File: src/rtl/assert_macros.svh
// Assertion macros for the histogram RTL.
`ifndef ASSERT_MACROS_SVH
`define ASSERT_MACROS_SVH

// Same-cycle implication, checked outside reset.
`define ASSERT_IMPLIES(label, clk, rstn, ante, cons) \
    label: assert property (@(posedge clk) disable iff (!(rstn)) (ante) |-> (cons)) \
        else $error("assertion failed: implication");

// Next-cycle implication, checked outside reset.
`define ASSERT_NEXT(label, clk, rstn, ante, cons) \
    label: assert property (@(posedge clk) disable iff (!(rstn)) (ante) |=> (cons)) \
        else $error("assertion failed: next-cycle implication");

`endif

File: src/rtl/bhist_pkg.sv
// Types, constants and command/status structs for the byte histogram.
package bhist_pkg;

    localparam int NUM_BINS  = 256;
    localparam int BIN_IDX_W = $clog2(NUM_BINS);
    localparam int CURSOR_W  = BIN_IDX_W + 1;
    localparam int CNT_W     = 8;
    localparam int CHAR_W    = 8;

    localparam logic [CHAR_W-1:0] ASCII_ZERO = 8'd48;
    localparam logic [CHAR_W-1:0] ASCII_DASH = 8'h2D;
    localparam logic [CHAR_W-1:0] ASCII_LF   = 8'h0A;
    localparam logic [CHAR_W-1:0] ASCII_CR   = 8'h0D;

    // Read address source for the bin memory.
    typedef enum logic [1:0] {
        RD_HOLD   = 2'd0,
        RD_BYTE   = 2'd1,
        RD_CURSOR = 2'd2,
        RD_NEXT   = 2'd3
    } rd_sel_t;

    // Character that goes into the output register.
    typedef enum logic [2:0] {
        CH_BYTE = 3'd0,
        CH_DASH = 3'd1,
        CH_HUND = 3'd2,
        CH_TENS = 3'd3,
        CH_ONES = 3'd4,
        CH_LF   = 3'd5,
        CH_CR   = 3'd6,
        CH_DONE = 3'd7
    } char_sel_t;

    typedef struct packed {
        rd_sel_t   rd_sel;
        logic      cnt_write;
        logic      scan_load;
        logic      cursor_clear;
        logic      out_load;
        char_sel_t out_sel;
    } bhist_cmd_t;

    typedef struct packed {
        logic cursor_over;
        logic scan_hit;
        logic scan_end;
        logic has_hund;
        logic has_tens;
        logic out_free;
    } bhist_stat_t;

endpackage

File: src/rtl/bhist_ctrl.sv
// Controller state machine for counting, bin scanning and line emission.
module bhist_ctrl (
    input  logic                  aclk,
    input  logic                  aresetn,
    input  logic                  s_tvalid,
    output logic                  s_tready,
    input  logic                  s_op,
    input  bhist_pkg::bhist_stat_t stat,
    output bhist_pkg::bhist_cmd_t  cmd
);
    import bhist_pkg::*;

    typedef enum logic [10:0] {
        ST_IDLE   = 11'b000_0000_0001,
        ST_CNT_WR = 11'b000_0000_0010,
        ST_SCAN   = 11'b000_0000_0100,
        ST_BYTE   = 11'b000_0000_1000,
        ST_DASH   = 11'b000_0001_0000,
        ST_HUND   = 11'b000_0010_0000,
        ST_TENS   = 11'b000_0100_0000,
        ST_ONES   = 11'b000_1000_0000,
        ST_LF     = 11'b001_0000_0000,
        ST_CR     = 11'b010_0000_0000,
        ST_DONE   = 11'b100_0000_0000
    } ctrl_state_t;

    ctrl_state_t state_reg;
    ctrl_state_t state_next;

    // Advance state
    always_ff @(posedge aclk) begin
        if (!aresetn) begin
            state_reg <= ST_IDLE;
        end else begin
            state_reg <= state_next;
        end
    end

    // Next state and datapath commands
    always_comb begin
        state_next       = state_reg;
        s_tready         = 1'b0;
        cmd.rd_sel       = RD_HOLD;
        cmd.cnt_write    = 1'b0;
        cmd.scan_load    = 1'b0;
        cmd.cursor_clear = 1'b0;
        cmd.out_load     = 1'b0;
        cmd.out_sel      = CH_BYTE;
        case (state_reg)
            ST_IDLE: begin
                s_tready = 1'b1;
                if (s_tvalid) begin
                    if (!s_op) begin
                        cmd.rd_sel = RD_BYTE;
                        state_next = ST_CNT_WR;
                    end else if (stat.cursor_over) begin
                        state_next = ST_DONE;
                    end else begin
                        cmd.rd_sel = RD_CURSOR;
                        state_next = ST_SCAN;
                    end
                end
            end
            ST_CNT_WR: begin
                cmd.cnt_write = 1'b1;
                state_next    = ST_IDLE;
            end
            ST_SCAN: begin
                if (stat.scan_hit) begin
                    cmd.scan_load = 1'b1;
                    state_next    = ST_BYTE;
                end else if (stat.scan_end) begin
                    state_next = ST_DONE;
                end else begin
                    cmd.rd_sel = RD_NEXT;
                end
            end
            ST_BYTE: begin
                cmd.out_sel = CH_BYTE;
                if (stat.out_free) begin
                    cmd.out_load = 1'b1;
                    state_next   = ST_DASH;
                end
            end
            ST_DASH: begin
                cmd.out_sel = CH_DASH;
                if (stat.out_free) begin
                    cmd.out_load = 1'b1;
                    if (stat.has_hund) begin
                        state_next = ST_HUND;
                    end else if (stat.has_tens) begin
                        state_next = ST_TENS;
                    end else begin
                        state_next = ST_ONES;
                    end
                end
            end
            ST_HUND: begin
                cmd.out_sel = CH_HUND;
                if (stat.out_free) begin
                    cmd.out_load = 1'b1;
                    state_next   = ST_TENS;
                end
            end
            ST_TENS: begin
                cmd.out_sel = CH_TENS;
                if (stat.out_free) begin
                    cmd.out_load = 1'b1;
                    state_next   = ST_ONES;
                end
            end
            ST_ONES: begin
                cmd.out_sel = CH_ONES;
                if (stat.out_free) begin
                    cmd.out_load = 1'b1;
                    state_next   = ST_LF;
                end
            end
            ST_LF: begin
                cmd.out_sel = CH_LF;
                if (stat.out_free) begin
                    cmd.out_load = 1'b1;
                    state_next   = ST_CR;
                end
            end
            ST_CR: begin
                cmd.out_sel = CH_CR;
                if (stat.out_free) begin
                    cmd.out_load = 1'b1;
                    state_next   = ST_IDLE;
                end
            end
            ST_DONE: begin
                cmd.out_sel = CH_DONE;
                if (stat.out_free) begin
                    cmd.out_load     = 1'b1;
                    cmd.cursor_clear = 1'b1;
                    state_next       = ST_IDLE;
                end
            end
            default: begin
                state_next = ST_IDLE;
            end
        endcase
    end

endmodule

File: src/rtl/bhist_dp.sv
// Datapath: bin memory with valid flags, report cursor, digit split, output register.
`include "assert_macros.svh"
module bhist_dp (
    input  logic                          aclk,
    input  logic                          aresetn,
    input  logic [7:0]                    s_byte,
    input  bhist_pkg::bhist_cmd_t         cmd,
    output bhist_pkg::bhist_stat_t        stat,
    output logic                          m_tvalid,
    input  logic                          m_tready,
    output logic [bhist_pkg::CHAR_W-1:0]  m_char,
    output logic                          m_last,
    output logic                          m_done
);
    import bhist_pkg::*;

    logic [CNT_W-1:0]     bin_mem [NUM_BINS];
    logic [NUM_BINS-1:0]  bin_valid_reg;
    logic [CNT_W-1:0]     rd_data_reg;
    logic                 rd_valid_reg;
    logic [BIN_IDX_W-1:0] addr_reg;
    logic [BIN_IDX_W-1:0] rd_addr;
    logic                 in_range_reg;
    logic [CURSOR_W-1:0]  cursor_reg;
    logic [BIN_IDX_W-1:0] bin_reg;
    logic [1:0]           hund_reg;
    logic [6:0]           rem_reg;
    logic                 has_hund_reg;
    logic                 has_tens_reg;
    logic                 m_valid_reg;
    logic [CHAR_W-1:0]    m_char_reg;
    logic                 m_last_reg;
    logic                 m_done_reg;

    logic [CNT_W-1:0]     cnt_val;
    logic [1:0]           hund_next;
    logic [6:0]           rem_next;
    logic [14:0]          tens_prod;
    logic [3:0]           tens_dig;
    logic [3:0]           ones_dig;
    logic [CHAR_W-1:0]    char_next;
    logic                 out_free;

    // Select the bin memory read address
    always_comb begin
        case (cmd.rd_sel)
            RD_BYTE:   rd_addr = s_byte[BIN_IDX_W-1:0];
            RD_CURSOR: rd_addr = cursor_reg[BIN_IDX_W-1:0];
            RD_NEXT:   rd_addr = addr_reg + BIN_IDX_W'(1);
            default:   rd_addr = addr_reg;
        endcase
    end

    // Unwritten bins read as zero
    assign cnt_val = rd_valid_reg ? rd_data_reg : '0;

    // Bin memory: registered read, write back incremented count
    always_ff @(posedge aclk) begin
        if (cmd.cnt_write && in_range_reg) begin
            bin_mem[addr_reg] <= cnt_val + CNT_W'(1);
        end
        rd_data_reg <= bin_mem[rd_addr];
        addr_reg    <= rd_addr;
        if (cmd.rd_sel == RD_BYTE) begin
            in_range_reg <= ({1'b0, s_byte} < 9'(NUM_BINS));
        end
    end

    // Per-bin written flags, cleared at reset
    always_ff @(posedge aclk) begin
        if (!aresetn) begin
            bin_valid_reg <= '0;
            rd_valid_reg  <= 1'b0;
        end else begin
            rd_valid_reg <= bin_valid_reg[rd_addr];
            if (cmd.cnt_write && in_range_reg) begin
                bin_valid_reg[addr_reg] <= 1'b1;
            end
        end
    end

    // Split the count into hundreds and remainder
    always_comb begin
        if (cnt_val >= CNT_W'(200)) begin
            hund_next = 2'd2;
            rem_next  = 7'(cnt_val - CNT_W'(200));
        end else if (cnt_val >= CNT_W'(100)) begin
            hund_next = 2'd1;
            rem_next  = 7'(cnt_val - CNT_W'(100));
        end else begin
            hund_next = 2'd0;
            rem_next  = 7'(cnt_val);
        end
    end

    // Latch the found bin and advance the cursor
    always_ff @(posedge aclk) begin
        if (!aresetn) begin
            cursor_reg <= '0;
        end else if (cmd.cursor_clear) begin
            cursor_reg <= '0;
        end else if (cmd.scan_load) begin
            cursor_reg <= {1'b0, addr_reg} + CURSOR_W'(1);
        end
    end

    always_ff @(posedge aclk) begin
        if (cmd.scan_load) begin
            bin_reg      <= addr_reg;
            hund_reg     <= hund_next;
            rem_reg      <= rem_next;
            has_hund_reg <= (cnt_val >= CNT_W'(100));
            has_tens_reg <= (cnt_val >= CNT_W'(10));
        end
    end

    // Tens by reciprocal multiply (exact below 100), ones by subtraction
    assign tens_prod = 15'(rem_reg) * 15'd205;
    assign tens_dig  = tens_prod[14:11];
    assign ones_dig  = 4'(rem_reg - 7'({3'b0, tens_dig}) * 7'd10);

    // Pick the character for the output register
    always_comb begin
        case (cmd.out_sel)
            CH_BYTE: char_next = CHAR_W'(bin_reg);
            CH_DASH: char_next = ASCII_DASH;
            CH_HUND: char_next = ASCII_ZERO + CHAR_W'(hund_reg);
            CH_TENS: char_next = ASCII_ZERO + CHAR_W'(tens_dig);
            CH_ONES: char_next = ASCII_ZERO + CHAR_W'(ones_dig);
            CH_LF:   char_next = ASCII_LF;
            CH_CR:   char_next = ASCII_CR;
            default: char_next = '0;
        endcase
    end

    assign out_free = !m_valid_reg || m_tready;

    // Output register: load on command, drop after transfer
    always_ff @(posedge aclk) begin
        if (!aresetn) begin
            m_valid_reg <= 1'b0;
        end else if (cmd.out_load) begin
            m_valid_reg <= 1'b1;
        end else if (m_tready) begin
            m_valid_reg <= 1'b0;
        end
    end

    always_ff @(posedge aclk) begin
        if (cmd.out_load) begin
            m_char_reg <= char_next;
            m_last_reg <= (cmd.out_sel == CH_CR);
            m_done_reg <= (cmd.out_sel == CH_DONE);
        end
    end

    assign m_tvalid = m_valid_reg;
    assign m_char   = m_char_reg;
    assign m_last   = m_last_reg;
    assign m_done   = m_done_reg;

    assign stat.cursor_over = (cursor_reg >= CURSOR_W'(NUM_BINS));
    assign stat.scan_hit    = (cnt_val != '0);
    assign stat.scan_end    = (addr_reg == BIN_IDX_W'(NUM_BINS - 1));
    assign stat.has_hund    = has_hund_reg;
    assign stat.has_tens    = has_tens_reg;
    assign stat.out_free    = out_free;

    `ASSERT_IMPLIES(a_load_when_free, aclk, aresetn, cmd.out_load, out_free)
    `ASSERT_NEXT(a_write_follows_read, aclk, aresetn, cmd.rd_sel == RD_BYTE, cmd.cnt_write)
    `ASSERT_IMPLIES(a_done_is_null, aclk, aresetn, m_valid_reg && m_done_reg, m_char_reg == '0)
    `ASSERT_IMPLIES(a_cursor_bound, aclk, aresetn, 1'b1, cursor_reg <= CURSOR_W'(NUM_BINS))

endmodule

File: src/rtl/byte_histogram_with_text_report.sv
// Top level of the byte histogram with text report.
//
//  channel  direction  tdata                 tuser           tlast
//  s_       in         [7:0] byte_value      [0] op          -
//  m_       out        [7:0] out_char        [0] report_done [0] last_of_line
//
// A count transfer issues a bin memory read, then the write-back.
// A report transfer scans the bins one read at a time (single read port
// of the bin memory), then loads the line's characters one by one.
// Reset clears the per-bin written flags at once; no clearing pass follows.
// While m_tready is low a line in progress holds at its next character and
// s_tready stays low until the line's last character is loaded.
module byte_histogram_with_text_report (
    input  logic       aclk,
    input  logic       aresetn,
    input  logic       s_tvalid,
    output logic       s_tready,
    input  logic [7:0] s_tdata,   // [7:0] byte_value
    input  logic [0:0] s_tuser,   // [0] op
    output logic       m_tvalid,
    input  logic       m_tready,
    output logic [7:0] m_tdata,   // [7:0] out_char
    output logic       m_tlast,
    output logic [0:0] m_tuser    // [0] report_done
);
    import bhist_pkg::*;

    bhist_cmd_t  cmd;
    bhist_stat_t stat;
    logic        done_flag;

    bhist_ctrl u_ctrl (
        .aclk     (aclk),
        .aresetn  (aresetn),
        .s_tvalid (s_tvalid),
        .s_tready (s_tready),
        .s_op     (s_tuser[0]),
        .stat     (stat),
        .cmd      (cmd)
    );

    bhist_dp u_dp (
        .aclk     (aclk),
        .aresetn  (aresetn),
        .s_byte   (s_tdata),
        .cmd      (cmd),
        .stat     (stat),
        .m_tvalid (m_tvalid),
        .m_tready (m_tready),
        .m_char   (m_tdata),
        .m_last   (m_tlast),
        .m_done   (done_flag)
    );

    assign m_tuser = done_flag;

endmodule
File: config.mk
export PLATFORM = sky130hd
export DESIGN_NAME = byte_histogram_with_text_report
export DESIGN_NICKNAME = d
export VERILOG_FILES = /design/src/rtl/bhist_pkg.sv /design/src/rtl/bhist_ctrl.sv /design/src/rtl/bhist_dp.sv /design/src/rtl/byte_histogram_with_text_report.sv
export VERILOG_INCLUDE_DIRS = /design/src /design/src/rtl
export SDC_FILE = /design/constraint.sdc
export NUM_CORES = 2
export LEC_CHECK = 0
export BUFFER_PORTS_ARGS = -buffer_cell sky130_fd_sc_hd__buf_4
export CAP_MARGIN = 20
export CORE_UTILIZATION = 60
export DETAILED_ROUTE_END_ITERATION = 10
export MAX_ROUTING_LAYER = met4
export PLACE_DENSITY = 0.76
export REMOVE_ABC_BUFFERS = 1
export SLEW_MARGIN = 10
export SYNTH_ARGS = -nofsm -noshare
export SYNTH_HDL_FRONTEND = slang
export SYNTH_SLANG_ARGS = --single-unit
File: constraint.sdc
create_clock -name aclk -period 39 [get_ports aclk]
set_clock_uncertainty 0.15 [all_clocks]
set_input_delay 1.95 -clock aclk [delete_from_list [all_inputs] [get_ports aclk]]
set_output_delay 1.95 -clock aclk [all_outputs]
set_load 0.05 [all_outputs]
# Word level (Yosys, flattened, before mapping)
# Memory sizes are Yosys's and may differ from the RTL's. A register that Yosys moved wholly into a read port is not among the register bits.
# Cells that the tools add are included.
classes:
  add_sub_neg: 9
  mul: 2
  n_div: 0
  order_cmp: 7
  eq_ne: 31
  shift: 0
  mux: 43
  n_bitwise: 2
  n_reduce_logical: 9
ops:
  columns: ["op", "n"]
  rows:
  - ["$or 256x256->256", 1]
  - ["$mux 11", 13]
  - ["$pmux 11 s9", 1]
  - ["$pmux 8 s7", 1]
  - ["$pmux 4 s8", 1]
  - ["$pmux 8 s3", 1]
  - ["$lt 8x9->1 const B", 2]
  - ["$add 8x1->8 const B", 2]
  - ["$mux 8", 2]
  - ["$mul 7x8->15 const B", 1]
  - ["$add 6x4->7 const A", 2]
  - ["$mux 7", 2]
  - ["$ne 2x1->1 const B", 7]
  - ["$sub 7x7->7 const B", 2]
  - ["$mux 1", 13]
  - ["$eq 3x3->1 const B", 4]
  - ["$mux 2", 6]
  - ["$eq 11x1->1 const B", 1]
  - ["$eq 11x10->1 const B", 1]
  - ["$eq 11x11->1 const B", 1]
  - ["$eq 11x2->1 const B", 1]
  - ["$eq 11x3->1 const B", 1]
  - ["$eq 11x4->1 const B", 1]
  - ["$eq 11x5->1 const B", 1]
  - ["other kinds (32)", 35]
word_totals:
  ff_bits: 315
  latchBits: 0
  ramBits: 2048
  rom_bits: 0
  inputBits: 13
  out_inout_bits: 12
  wordCells: 118
  n_memories: 1
mem_list:
  columns: ["name", "depth", "width", "rd", "rd_ports_with_merged_regs", "wr", "line", "source"]
  rows:
  - ["u_dp.bin_mem", 256, 8, 1, 1, 1, "bhist_dp.sv:17", "logic [CNT_W-1:0] bin_mem [NUM_BINS];"]

# Depth between registers and ports, before layout
depth:
  ltp_word: 9
  mapped_depth: 19
  ltp_nobuf: 19

# Cells and area by module
# From an unflattened synthesis, not the netlist that was laid out.
hier_totals:
  hier_cells: 7983
  area_unflattened_um2: 96506.3
by_module_without_submodules:
  columns: ["mod", "instances", "cells_each", "area_each_um2", "seq_area_each_um2"]
  rows:
  - ["bhist_dp", 1, 7864, 95587.9, 68035.3]
  - ["bhist_ctrl", 1, 119, 918.4, 220.2]

# Worst setup path before layout
# No wires, ideal clock.
synth_timing:
  path_kind: "reg-to-reg"
  start: "reg u_dp.rd_valid_reg"
  end: "mem u_dp.bin_mem[0][7], data pin"
  setup_time_ns: 2.276
  arrival_time_ns: 11.867
  required_ns: 36.574
  setup_slack_ns: 24.707
  path_stages_with_launch: 8
  path_buffers: 1
  synth_period_minus_slack_ns: 14.293
  cell_sequence: "dfxtp_1 > clkbuf_1 > nand2_1 > inv_1 > ha_1 > nand4_1 > or3_1 > a21boi_0"
synth_via:
  elab_chain_len: 2
synth_rtl:
  columns: ["element", "line", "source"]
  rows:
  - ["start, declared", "bhist_dp.sv:20", "logic rd_valid_reg;"]
  - ["start signal, assigned", "bhist_dp.sv:75", "rd_valid_reg <= bin_valid_reg[rd_addr];"]
  - ["$mux 8", "bhist_dp.sv:55", "assign cnt_val = rd_valid_reg ? rd_data_reg : '0;"]
  - ["$add 8x1->8", "bhist_dp.sv:60", "bin_mem[addr_reg] <= cnt_val + CNT_W'(1);"]
  - ["end, declared", "bhist_dp.sv:17", null]
# No other way between the ends.

# Final worst setup path
layout_timing:
  start: "in s_tuser"
  end: "reg u_dp.rd_data_reg[4], read port of u_dp.bin_mem"
layout_via:
  elab_chain_len: 5
  elab_cells_between_ends: 7
  classes_between: "3 x eq/ne; 4 x mux"
layout_rtl:
  columns: ["element", "line", "source"]
  rows:
  - ["start, declared", "byte_histogram_with_text_report.sv:19", "input logic [0:0] s_tuser,"]
  - ["$mux 2 *", "bhist_ctrl.sv:53", "if (!s_op) begin"]
  - ["$mux 2 *", "bhist_ctrl.sv:52", "if (s_tvalid) begin"]
  - ["$pmux 2 s2 *", "bhist_ctrl.sv:49", "case (state_reg)"]
  - ["$eq 2x2->1 or $eq 2x1->1 (tied branches)", null, null]
  - ["$pmux 8 s3 *", "bhist_dp.sv:46", "case (cmd.rd_sel)"]
  - ["end, declared", "bhist_dp.sv:19", "logic [CNT_W-1:0] rd_data_reg;"]
# Every way passes the cells marked *; elsewhere a longest branch is shown, timed or not.
# A chain may end at the register's enable or synchronous reset.

==> parameters.txt <==
Parameter                              Value

Cells and area
  Number of flip-flops under the largest register name ... 2048
  Commonest cells after routing, fill and taps aside ... edfxtp_1, nand2_1, nand3_1
  Finished Layout Cells ... 9679
  Layout overhead on the synthesized area ... 9.37%
  Nets ... 7485
  Share of post-route cells with drive strength above 1 ... 6.91%
  Post-route standard cell area excluding fillers ... 104000 sq um
  Leading cell type in the layout, fill and taps excluded ... edfxtp_1

Global routing
  Antenna violations before repair ... 6
  Pin count of the biggest net entering global routing ... 213
  Number of global-route vias before repair ... 60600
  Total GRT Usage ... 33.4%
  GR Overflow Total ... 0
  Global-route wire length before repair ... 390000 um

Detailed routing
  Met1 routed wirelength after detailed routing ... 98700 um
  Iteration-0 DRC Markers ... 10400
  DRC ... 0
  Routed wire per std cell ... 27.5 um
  Vias after detailed routing ... 64600
  Post-route ant nets ... 0
  Iteration count of the initial detailed-routing pass ... 6
  Final WL ... 266000 um
  Via density ... 6.67
  Met2 Routed Length ... 119000 um
  Highest Signal Layer ... met4
  Met3 wire length ... 36000 um

Critical path
  Critical path's slowest cell ... inv_8
  Cell type group with the largest total delay on the critical path ... simple AND/OR/NAND/NOR gates
  Startpoint of the most critical register-to-register path ... u_dp.rd_valid_reg
  Critical path peak fanout ... 170
  Register-to-Register Setup Slack ... 30.27 ns
  Crit. Startpoint ... s_tuser
  Setup CP Type ... in2reg
  List of cells traversed by the critical path ... buf_4, nor4bb_1, nand4_1, o311ai_4, buf_4, or2b_4, nand2_8, inv_8, buf_12, buf_12, mux2i_1, a211oi_1, nor4_1, o22ai_1, o22ai_1, nor3_1
  Worst path bufs/invs ... 5
  Arr. time, crit path ... 9.83 ns
  Type of element capturing the critical path ... register
  Required time worst endpoint ... 39.54 ns
  Largest stage delay, worst path ... 0.90 ns
  Startpoint class of the critical path ... input port

Power and ir drop
  Power density cells ... 69.8 nW/um^2
  Static leakage ... 35.5 nW
  Worst IR drop on VDD ... 0.0677 mV

Clock tree
  Count of H-tree levels built during CTS ... 4
  Buffer type at the clock tree root ... clkbuf_16
  Hold Buf Count CTS ... 0
  Total of cells resized after clock tree synthesis ... 0
  Total clock buffers created by CTS ... 225
  TritonCTS clock tree ... built
  TritonCTS sink count ... 2371
  Max clock buf depth ... 3
  CTS clk-pin slew, worst paths ... 0.06 ns
  Clk_lat worst skew ... 0.86 ns
  Post CTS Setup Buffer Count ... 0

Floorplanning
  Placeable core area ... 157000 sq um
  Die X ... 401 um
  Initial Utilization ... 60.8%
  Number of top-level pins ... 25
  Die height ... 401 um
  Area of the die ... 161000 sq um
  Num rows ... 145

Synth
  Yosys top cell area share ... 65.4%
  Number of enable-type register cells in the synthesized netlist ... 2077
  Post-synthesis register bit count ... 2371
  Sequential fraction of the synthesis area ... 71.6%
  Most common flop cell mapped by yosys ... edfxtp_1
  Count of different cell masters after synthesis ... 86
  Synthesized netlist cell count ... 7589
  Post-synthesis instance area ... 95400 sq um
  Yosys top cell by area ... edfxtp_1
  Post-synthesis async set-or-reset flop share ... 0%
  Largest cells by area after synthesis ... edfxtp_1, nand2_1, dfxtp_1
  Warnings from Yosys ... 0
  Post-synthesis average cell area ... 12.6 sq um

Timing
  Worst slew pin tran ... 1.27 ns
  Final Hold Fails ... 0
  Final critical-path required period ... 9.29 ns
  Worst slew margin relative to its limit ... 15.5%
  Hold Slack ... 0.308 ns
  Final worst path period share ... 23.8%
  Number of pins exceeding their max-slew limit in the final report ... 0
  Highest clock frequency the design can meet ... 108 MHz
  Setup repair after global routing missed its margin ... no
  Setup-failing EPs final ... 0

Run status
  Run status ... completed

Job
  Max capacitance violation total ... 0

Place
  Cell area after placement ... 97000 sq um
  Number of I/O port buffers ... 24
  Routability Congestion ... 0.920
  HPWL Detailed ... 149000 um
  Placed instance count ... 9239

Worst hold path
  Hold path startpoint ... u_dp.bin_valid_reg[78]
  Hold crit path type ... reg2reg
-- power by group --
group	switching (mW)	total, mW	internal, mW
clock network	0.933	2.15	1.21
logic	1.71	2.22	0.509
registers	0.0313	2.92	2.89
-- cells by family after synthesis --
logic type                 Yosys count  share of synthesized area [%]
buffers and inverters              590                           2.70
muxes                              103                           1.11
xor gates and xnor gates            24                          0.220
DFF                               2371                           71.6
AOI/OAI and AO/OA                  935                           7.49
and+or+nand+nor                   3508                           16.1
adders and majority gates           58                          0.832
-- worst register-to-register path: cells and delay by family (launching register included) --
family	cells	cell delay, ns
muxes	1	0.44
and+or+nand+nor	6	2.96
adders and majority gates	1	0.28
AOI/OAI and AO/OA	4	1.34
buffers and inverters	4	2.81
DFF	1	0.62
-- area by class of cell --
cell class / instances / area, sq um
Antenna cell: 9 / 22.5
Clock buffer: 339 / 6560
Clock inverter: 86 / 731
Fill cell: 10600 / 52600
Inverter: 47 / 196
Multi-Input combinational cell: 4628 / 24800
Sequential cell: 2371 / 68300
Tap cell: 2058 / 2570
Timing Repair Buffer: 141 / 1180
-- metal layers --
layer	vias to the layer above	track usage, %
li1	27800	-
met1	31600	45.7
met2	4545	47.8
met3	709	8.30
met4	0	14.7
met5	-	-
-- metrics by stage --
stage / setup WS (ns) / util, % / TNS [ns] / power (mW)
floorplan: -0.540 / - / -1.34 / 4.47
global placement: 29.36 / 61.8 / 0 / 5.07
detailed placement: 29.43 / 61.8 / 0 / 5.10
CTS: 30.20 / 66.4 / 0 / 7.21
global route: 29.74 / 66.5 / 0 / 7.48
finish: 29.71 / 66.5 / 0 / 7.29
-- cell usage after synthesis (50+ instances only) --
cell type,instances
buf_2,225
nand3_1,721
nor2_1,647
a211oi_1,300
a311oi_1,168
dfxtp_1,294
a32oi_1,51
clkbuf_1,249
buf_1,50
edfxtp_1,2077
nand4_1,99
a31oi_1,124
and3_1,250
o21a_1,96
mux2i_1,100
nand2_1,1656
-- worst paths after layout --
kind	cells after the start	end
hold reg to reg	2	u_dp.bin_valid_reg[78]
hold / removal	2	u_dp.bin_valid_reg[78]
setup / recovery	16	u_dp.rd_data_reg[4]
setup reg to reg	16	u_dp.rd_data_reg[4]
(Power assumes the default switching activity.)
